**src/sv/time_binned_event_counter_defines.svh**
```systemverilog
// Assertion macros used by the time-binned event counter core.
`ifndef TIME_BINNED_EVENT_COUNTER_DEFINES_SVH
`define TIME_BINNED_EVENT_COUNTER_DEFINES_SVH

// Same-cycle implication, clocked on clk, off while rst_n is low.
`define TBEC_ASSERT_IMPL(label, ante, cons) \
    label: assert property (@(posedge clk) disable iff (!rst_n) (ante) |-> (cons)) \
        else $error("tbec: same-cycle check failed");

// Next-cycle implication, clocked on clk, off while rst_n is low.
`define TBEC_ASSERT_NEXT(label, ante, cons) \
    label: assert property (@(posedge clk) disable iff (!rst_n) (ante) |=> (cons)) \
        else $error("tbec: next-cycle check failed");

`endif

```
**src/sv/tbec_pkg.sv**
```systemverilog
// Package: types, widths and codes of the time-binned event counter.
package tbec_pkg;

    localparam int NUM_BINS_DEF = 1024;

    localparam int OP_W       = 2;
    localparam int IDX_W      = 10;
    localparam int OUT_BIN_W  = 11;
    localparam int COUNT_W    = 8;
    localparam int PERIOD_W   = 16;

    localparam int APB_DATA_W = 32;
    localparam int APB_ADDR_W = 3;
    localparam int REG_IDX_W  = APB_ADDR_W - 2;

    localparam logic [REG_IDX_W-1:0] REG_TICK_PERIOD = '0;
    localparam logic [PERIOD_W-1:0]  TICK_PERIOD_RST = 16'd1;

    typedef enum logic [OP_W-1:0] {
        OP_START = 2'd0,
        OP_EVENT = 2'd1,
        OP_TICK  = 2'd2,
        OP_READ  = 2'd3
    } op_t;

    // Source of read_count in the result stage.
    typedef enum logic [1:0] {
        SEL_ZERO = 2'd0,
        SEL_MEM  = 2'd1,
        SEL_CUR  = 2'd2
    } read_sel_t;

endpackage

```
**src/sv/tbec_cfg.sv**
```systemverilog
// APB register block: holds the tick period.
module tbec_cfg (
    input  logic                             clk,
    input  logic                             rst_n,
    input  logic                             psel,
    input  logic                             penable,
    input  logic                             pwrite,
    input  logic [tbec_pkg::APB_ADDR_W-1:0]  paddr,
    input  logic [tbec_pkg::APB_DATA_W-1:0]  pwdata,
    output logic [tbec_pkg::APB_DATA_W-1:0]  prdata,
    output logic                             pready,
    output logic [tbec_pkg::PERIOD_W-1:0]    tick_period
);
    import tbec_pkg::*;

    logic [PERIOD_W-1:0]  tick_period_reg;
    logic [REG_IDX_W-1:0] reg_idx;
    logic                 wr_en;

    assign reg_idx = paddr[APB_ADDR_W-1:2];
    assign pready  = 1'b1;
    assign wr_en   = psel && penable && pwrite && pready;

    always_ff @(posedge clk or negedge rst_n)
    begin
        if (!rst_n)
        begin
            tick_period_reg <= TICK_PERIOD_RST;
        end
        else if (wr_en && (reg_idx == REG_TICK_PERIOD))
        begin
            tick_period_reg <= pwdata[PERIOD_W-1:0];
        end
    end

    always_comb
    begin
        prdata = '0;
        if (reg_idx == REG_TICK_PERIOD)
        begin
            prdata = APB_DATA_W'(tick_period_reg);
        end
    end

    assign tick_period = tick_period_reg;
endmodule

```
**config.mk**
```make
export PLATFORM = sky130hd
export DESIGN_NAME = tbec_cfg
export DESIGN_NICKNAME = d
export VERILOG_FILES = /design/src/sv/time_binned_event_counter_defines.svh /design/src/sv/tbec_pkg.sv /design/src/sv/tbec_cfg.sv
export SDC_FILE = /design/constraint.sdc
export NUM_CORES = 1
export LEC_CHECK = 0
export ABC_AREA = 1
export ABC_CLOCK_PERIOD_IN_PS = 950
export BUFFER_PORTS_ARGS = -buffer_cell sky130_fd_sc_hd__buf_2
export CORE_MARGIN = 1
export CORE_UTILIZATION = 36
export DETAILED_ROUTE_END_ITERATION = 16
export PLACE_DENSITY = 0.89
export SLEW_MARGIN = 10
export SYNTH_ARGS = -nofsm -noshare
export SYNTH_HDL_FRONTEND = slang
export SYNTH_SLANG_ARGS = --single-unit
```
**constraint.sdc**
```tcl
create_clock -name clk -period 0.95 [get_ports clk]
set_clock_uncertainty 0.15 [all_clocks]
set_input_delay 0.095 -clock clk [delete_from_list [all_inputs] [get_ports clk]]
set_output_delay 0.095 -clock clk [all_outputs]
set_load 0.01 [all_outputs]
```
# Word level (Yosys, flattened, before mapping)
# Index checks and enable logic that the tools add are counted.
# totals
regBits,16
latchBits,0
ram_bits,0
romBits,0
inputBits,40
out_inout_bits,49
wordCells,6
memories,0
# classes
add_sub_neg,0
mul,0
n_div,0
n_lt_le_gt_ge,0
eq_ne,0
shifts,0
mux,1
bitwise_logic,1
n_reduce_logical,3
# op_table
cell,count
16-bit two-way mux,1
1-bit logical AND,3
1-bit inverter,1

# Longest topological paths before layout
# Gate-level depths: netlist of run 1.
# depth
word_depth,3
depth_mapped,6
mapped_depth_nobuf,5

# Worst setup path before layout of run 1
# No wires, ideal clock.
# synth_path
kind,register to output
from,register tick_period_reg[0] (netlist: tick_period[0])
to,output port prdata[0] in the netlist's numbering
arrival_time_ps,743
path_slack_ps,-38
stages_incl_launch_ff,3
n_path_buf,0
path_cell_list,dfstp_2 > inv_1 > nor2_1
# synth_via
elab_chain_len,1
# synth_rtl
item,line,source
from (decl),tbec_cfg.sv:16,logic [PERIOD_W-1:0] tick_period_reg;
from (signal assigned),tbec_cfg.sv:32,tick_period_reg <= pwdata[PERIOD_W-1:0];
16-bit two-way mux,tbec_cfg.sv:39,if (reg_idx == REG_TICK_PERIOD)
to (decl),tbec_cfg.sv:10,"output logic [tbec_pkg::APB_DATA_W-1:0] prdata,"
# Every way passes these cells.

# Final worst setup path of run 1
# Same ends and word-level chain as after synthesis.

==> impl_metrics.toml, run 1 <==
[outcome]
status = "finished, violations left"
violations = "setup timing"

[pwr]
p_leak_nw = 0.9565
swShare_pct = 32.63
power_frac_seq_pct = 39.6
ir_worst_vdd_mv = 0.8562
p_clk_share_pct = 19.1
p_int_w = 0.001543
p_comb_share_pct = 41.2
power_per_cell_area_nw_per_um2 = 1488
power.switching_w = 0.0007472

[placement]
postPlaceCellArea_um2 = 1191
gp_congestion = 0.7218
hpwl_um = 1557
io_buffers = 53

[sta]
maxSlewViolCount = 0
fin_crit_ns = 1.280
hold_violations = 0
fin_crit_sh_pct = 134.7
max_freq_mhz = 781.3
setup_violations = 36
fin_ws_ns = -0.3299
rsz0062_at_grt = "yes"

[clock_network]
path_clk_slew_ns = 0.09
cts_tree = "yes"
clk_path_buf_depth = 2
cts_buffers = 3
clock_sinks = 16
htreeDepth = 1
cts-root-buf = "clkbuf_4"
insertion_delay_ns = 0.27

[grt]
antenna_found_initial = 0
grt_pass1_wl_um = 3374
grtUsageTotal_pct = 16.44
first_global_vias = 839
grt_max_degree = 17
grt_overflow_total = 0

[synth]
yosysWarnings = 0
synth.area.top_cells = "dfrtp_1, buf_4, nand2_1, nand3_1, inv_1"
async_flop_share_pct = 100.0
syn_avg_cell_area_um2 = 7.517
synth_top_cell_area_share_pct = 39.95
yosysSeqAreaShare_pct = 42.74
synth_area_um2 = 939.7
synth_cells = 125
synth-seq-cells = 16
synth_top_area_cell = "dfrtp_1"
synth_top_cells_by_count = "nand2_1, buf_4, inv_1"
synth_ff_type = "dfrtp_1"
yosys.cell_count.top_type = "nand2_1"
synth-edff-count = 0
ys_types = 13

[worst_setup_path]
worst-r2r-cell-count = 4
reg2reg_to = "tick_period[0]"
cp_max_fo = 2
path_class = "register to output port"
reg2reg_slack_ns = -0.13
max_stage_delay_ns = 0.54
startpoint_type = "register"
worstPathCellList = "inv_2 > nor2_4 > buf_6"
slowest_stage = "dfstp_2"
worstReg2RegStart = "tick_period[0]"
critPathCaptureType = "output port"
crit_arrival_ns = 1.03
critical_path_required_ns = 0.70

[final_layout]
area_growth_pct = 63.78
seq_area_um2 = 401.6
largest_reg_flops = 16
fillers = 222
fin_area_um2 = 1539
drive_gt1_share_pct = 39.72
antenna_cells = 0
multi_input_area_um2 = 366.6
nNetsFinal = 255
final_util_pct = 62.12

[die]
die_w_um = 53.09
rows = 18
start_util_pct = 37.93
io_pins = 89
die_area_um2 = 2819
die_h_um = 53.09
core_region_area_um2 = 2477

[routing]
dr.pass1.iters = 4
num_vias = 986
antenna_left = 0
drt-vias-per-instance = 4.041
drt-total-wl_um = 2398
drc_errors = 0
drt_iter0_drc = 12
wl_per_cell_um = 9.828

[worst_hold_path]
worst_hold_path_type = "primary input to async pin"

[flow_run]
drv_cap = 0
## layout make-up
type / count / share of cell area, %
sequential: 16 / 26.10
multi-input combinational: 84 / 23.82
tap: 30 / 2.439
clock buffer: 4 / 2.358
timing repair buffer: 92 / 40.89
inverter: 18 / 4.390
## per-layer routing
layer,wire [µm],vias up,track usage (%)
met4,17,0,6.140
li1,-,513,-
met1,914,439,15.99
met3,80,2,1.437
met2,1386,32,34.39
met5,0,-,0
## kinds of logic (layout without fill, tap and decap cells)
| family | count (synthesis) | count (layout) | synth area share [%] |
|---|---|---|---|
| AND/OR/NAND/NOR | 67 | 67 | 31.43 |
| buffers and inverters | 40 | 114 | 25.03 |
| flip-flops | 16 | 16 | 42.74 |
| other | 2 | 17 | 0.7992 |
## power groups by stage
stage          clock network, W  registers (W)  logic (W)
4_1_cts                0.000452       0.000906   0.000839
5_1_grt                0.000479       0.000921    0.00105
3_3_place_gp                  0       0.000924   0.000639
3_5_place_dp                  0       0.000927   0.000658
6_report               0.000438       0.000907   0.000944
2_1_floorplan                 0       0.000979   0.000354
## layout by cell type, fill, tap and decap left out, drive strengths merged
cell / synthesis / layout
buf: 22 / 75
nand2: 34 / 34
inv: 18 / 18
conb: 2 / 17
dlygate4sd3: 0 / 17
nor2: 17 / 17
nand3: 16 / 16
dfrtp: 15 / 15
clkbuf: 0 / 4
dfstp: 1 / 1
## critical path: cells and delay by family (launching register included)
family                 cells  cell delay, ns
flip-flops                 1            0.54
buffers and inverters      2            0.14
AND/OR/NAND/NOR            1            0.07
## worst max-delay path by stage
stage / start / to / slack [ns] / cells past startpoint
floorplan: tick_period[0] / prdata[0] / -0.003 / 2
detailed placement: tick_period[0] / prdata[0] / -0.08 / 3
global route: tick_period[0] / prdata[0] / -0.38 / 3
CTS: tick_period[0] / prdata[0] / -0.34 / 3
global placement: tick_period[0] / prdata[0] / -0.06 / 3
finish: tick_period[0] / prdata[0] / -0.33 / 3
## timing repair
action,in CTS,in global routing
setup endpoints to repair,32,33
pin swaps,7,2
hold endpoints to repair,32,0
gates resized for setup,2,3
buffers inserted,9,6
hold buffers,17,0
## through the flow
stage	worst slack (ns)	cells	hold WS, ns	TNS [ns]	power [W]
floorplan	-0.002778	140	-0.3506	-0.002778	0.001333
global placement	-0.05881	208	-0.1333	-0.05881	0.001564
detailed placement	-0.07523	208	-0.1295	-0.07523	0.001586
CTS	-0.3450	238	0.1006	-5.901	0.002196
global route	-0.3822	244	0.1335	-7.644	0.002445
finish	-0.3299	244	0.09926	-5.877	0.002290
No activity file was read; power rests on OpenSTA's default activity.
==> run 2, diff against run 1 <==
Settings changed: SKIP_CTS_REPAIR_TIMING set to 1.
==> run 2 against run 1 <==
Effect of this change:
- the run still ends with setup timing left
- register-to-register slack better by 0.09 ns
- design area is 2.8% lower
- wire length is 1.8% lower
- worst hold slack better by 0.012 ns
- via count is 0.20% higher
- final cell count is 2.0% lower
- first-iteration DRC count is 50% higher
- setup slack worse by 0.019 ns
- sequential share of layout area is 0.76 points higher
- die area stayed put
- critical path type unchanged
- highest routed layer unchanged
==> impl_metrics.toml, run 2 (synthesis results as in run 1) <==
[worst_setup_path]
critPathCaptureType = "output port"
endpoint = "prdata[0]"
reg2reg_slack_ns = -0.04
critPathLaunch = "tick_period[0]"
critical_path_required_ns = 0.70
worstReg2RegStart = "tick_period[0]"
reg2reg_to = "tick_period[0]"
crit_arrival_ns = 1.05
path_class = "register to output port"
cp_max_fo = 3
worst-r2r-cell-count = 3
startpoint_type = "register"

[placement]
gp_congestion = 0.7218
io_buffers = 53
placedCellCount = 208
hpwl_um = 1557

[sta]
setup_violations = 33
fin_crit_sh_pct = 136.8
fin_crit_ns = 1.299
rsz0062_at_grt = "yes"
maxSlewViolCount = 0
fin_ws_ns = -0.3492
max_freq_mhz = 769.7
hold_violations = 0

[die]
die_h_um = 53.09
core_region_area_um2 = 2477
die_area_um2 = 2819
start_util_pct = 37.93
die_w_um = 53.09
rows = 18
io_pins = 89

[grt]
use_met2_pct = 25.53
grtUsageTotal_pct = 13.66
grt_pass1_wl_um = 2829
first_global_vias = 698
grt_overflow_total = 0
grtUsageMet1_pct = 15.28
busiest_layer = "met2"
grt_max_degree = 17
antenna_found_initial = 0
grtUsageMet3_pct = 1.149

[final_layout]
final_cell_mix = "buf_2, nand2_1, conb_1, dlygate4sd3_1"
final_util_pct = 60.35
finalNonFillerCells = 239
area_growth_pct = 59.12
final_common_cell = "buf_2"
fillers = 226
nNetsFinal = 250
largest_reg_flops = 16
antenna_cells = 0
drive_gt1_share_pct = 38.28

[routing]
dr.pass1.iters = 5
drt-total-wl_um = 2355
drc_errors = 0
drt-vias-per-instance = 4.134
wl_per_cell_um = 9.854
num_vias = 988
drt_iter0_drc = 18
antenna_left = 0

[clock_network]
cts_buffers = 3
path_clk_slew_ns = 0.09
clk_path_buf_depth = 2
cts-root-buf = "clkbuf_4"
clock_sinks = 16
htreeDepth = 1
insertion_delay_ns = 0.28
cts_tree = "yes"

[pwr]
ir_worst_vdd_mv = 0.7383
p_leak_nw = 0.9297
power_per_cell_area_nw_per_um2 = 1489

[worst_hold_path]
worst_hold_path_type = "primary input to async pin"

[outcome]
violations = "setup timing"
status = "finished, violations left"

[flow_run]
drv_cap = 0
[run 2: final cells by class]
| cell class | instances | area (µm²) | area share, % |
|---|---|---|---|
| Inverter | 18 | 67.56 | 4.519 |
| Tap cell | 30 | 37.54 | 2.510 |
| Timing Repair Buffer | 87 | 585.6 | 39.16 |
| Clock buffer | 4 | 36.28 | 2.427 |
| Sequential cell | 16 | 401.6 | 26.86 |
| Multi-Input combinational cell | 84 | 366.6 | 24.52 |
[run 2: worst max-delay path: stages (launching register included)]
cell     delay, ns
dfstp_2       0.56
inv_2         0.04
nor2_4        0.07
buf_6         0.10
[run 2: layer usage]
layer | up-vias | part of all wire (%)
met3 | 2 | 3.9
met4 | 0 | 0.89
met1 | 449 | 38
li1 | 501 | -
met2 | 36 | 57
met5 | - | 0
[run 2: worst min-delay path by stage]
stage | start | to | slack [ns] | cells past startpoint
6_report | rst_n | tick_period[13] | 0.11 | 2
2_1_floorplan | rst_n | tick_period[10] | -0.35 | 0
3_5_place_dp | rst_n | tick_period[7] | -0.13 | 1
5_1_grt | rst_n | tick_period[7] | 0.13 | 2
4_1_cts | rst_n | tick_period[13] | -0.44 | 1
3_3_place_gp | rst_n | tick_period[7] | -0.13 | 1
[run 2: power by group]
| part | total [W] | switching [W] | internal [W] |
|---|---|---|---|
| clock network | 0.000443 | 0.000210 | 0.000233 |
| registers | 0.000912 | 0.0000973 | 0.000815 |
| logic | 0.000872 | 0.000432 | 0.000439 |
[run 2: stage by stage]
step / TNS, ns / setup WS, ns / hold slack, ns / cell area (µm²) / power [W]
2_1_floorplan: -0.002778 / -0.002778 / -0.3506 / 1003 / 0.001333
3_3_place_gp: -0.05881 / -0.05881 / -0.1333 / 1191 / 0.001564
6_report: -5.722 / -0.3492 / 0.1110 / 1495 / 0.002227
3_5_place_dp: -0.07523 / -0.07523 / -0.1295 / 1191 / 0.001586
5_1_grt: -7.453 / -0.3952 / 0.1316 / 1495 / 0.002384
4_1_cts: -5.820 / -0.3977 / -0.4418 / 1227 / 0.002025
==> run 3, diff against run 2 <==
Settings changed: PLACE_DENSITY 0.89 to 0.79.
==> run 3 against run 2 <==
Effect of this change:
- the flow still finishes with violations (setup timing)
- sequential power is essentially flat
- maximum frequency is essentially flat
- total power shrank 3.0%
- clock-buffer cell count is the same
- die area is the same
- clock power shrank 15%
- combinational power is essentially flat
- worst hold slack lost 0.092 ns
- setup slack lost 0.0010 ns
- sequential share of layout area is essentially flat
- design area is essentially flat
- largest power group unchanged
==> impl_metrics.toml, run 3 (synthesis results as in run 1) <==
[outcome]
status = "finished, violations left"
violations = "setup timing"

[grt]
antenna_found_initial = 0
first_global_vias = 763
grtUsageTotal_pct = 16.05
grt_overflow_total = 0
grt_pass1_wl_um = 3167
grt_max_degree = 17

[placement]
hpwl_um = 1527
gp_congestion = 0.6977
io_buffers = 53
postPlaceCellArea_um2 = 1204

[clock_network]
cts_buffers = 3
htreeDepth = 1
cts_tree = "yes"
path_clk_slew_ns = 0.09
clk_path_buf_depth = 2
insertion_delay_ns = 0.29
cts-root-buf = "clkbuf_4"
clock_sinks = 16

[die]
die_w_um = 53.09
core_region_area_um2 = 2477
die_h_um = 53.09
die_area_um2 = 2819
start_util_pct = 37.93
io_pins = 89
rows = 18

[routing]
num_vias = 975
antenna_left = 0
drt_iter0_drc = 7
wl_per_cell_um = 9.836
dr.pass1.iters = 4
drt-vias-per-instance = 4.097
drc_errors = 0
drt-total-wl_um = 2341

[worst_setup_path]
worstPathCellList = "inv_2 > nor2_4 > buf_6"
max_stage_delay_ns = 0.56
path_class = "register to output port"
slowest_stage = "dfstp_2"
critPathCaptureType = "output port"
crit_arrival_ns = 1.06
startpoint_type = "register"
cp_max_fo = 3
reg2reg_slack_ns = -0.07
critical_path_required_ns = 0.70

[sta]
max_freq_mhz = 769.1
maxSlewViolCount = 0
fin_crit_sh_pct = 136.9
setup_violations = 33
holdWs_ns = 0.01923
rsz0062_at_grt = "yes"
fin_crit_ns = 1.300
timing.setup.tns_ns = -5.932
fin_ws_ns = -0.3502
hold_violations = 0

[worst_hold_path]
worst_hold_path_type = "primary input to register"

[final_layout]
final_common_cell = "buf_2"
nNetsFinal = 249
antenna_cells = 0
area_growth_pct = 59.25
final_util_pct = 60.40
largest_reg_flops = 16
fin_area_um2 = 1496
final_cell_mix = "buf_2, nand2_1, conb_1, dlygate4sd3_1"
drive_gt1_share_pct = 37.98

[flow_run]
drv_cap = 0

[pwr]
p_leak_nw = 0.9229
power_per_cell_area_nw_per_um2 = 1443
total_power_w = 0.002160
ir_worst_vdd_mv = 0.9484
==> run 3: cell types whose count changed in the layout (fill, tap and decap cells not counted) <==
cell,change
buf_4,-3
buf_12,+1
buf_6,+1
clkbuf_1,+1
clkbuf_8,-1
nand2_1,-1
nand2_2,+1
==> run 3: layout make-up <==
| class | instances | area (µm²) |
|---|---|---|
| Clock buffer | 4 | 26.28 |
| Fill cell | 232 | 980.9 |
| Inverter | 18 | 67.56 |
| Multi-Input combinational cell | 84 | 369.1 |
| Sequential cell | 16 | 401.6 |
| Tap cell | 30 | 37.54 |
| Timing Repair Buffer | 86 | 594.3 |
==> run 3: report_power, final <==
part	total (W)	internal, W	switching (W)
Sequential	0.000910	0.000815	0.0000950
Clock	0.000377	0.000163	0.000214
Combinational	0.000873	0.000443	0.000430
==> run 3: through the flow <==
| step | instances | setup WS (ns) |
|---|---|---|
| final | 238 | -0.3502 |
| after global routing | 238 | -0.4154 |
| after CTS | 212 | -0.3906 |
| after detailed placement | 208 | -0.06807 |
| after global placement | 208 | -0.05795 |
| after floorplan | 140 | -0.002778 |
==> run 3: final timing paths <==
kind	to	start	cells past startpoint
min in group asynchronous	tick_period[11]	rst_n	2
max in group asynchronous	tick_period[0]	rst_n	2
worst min-delay path	tick_period[9]	paddr[2]	4
worst max register to register	tick_period[2]	tick_period[2]	4
worst max-delay path	prdata[0]	tick_period[0]	3
worst min register to register	tick_period[0]	tick_period[0]	2
==> run 3: critical path, delay by kind of cell, from the launching register on <==
kind,cells,cell delay (ns)
flops,1,0.56
buf+inv,2,0.14
simple gates,1,0.07
==> run 3: metal layers <==
metal	track usage [%]	up-vias	routed length [µm]
li1	-	499	-
met1	16.99	439	941
met2	29.54	33	1278
met3	1.724	4	85
met4	10.53	0	36
met5	0	-	0
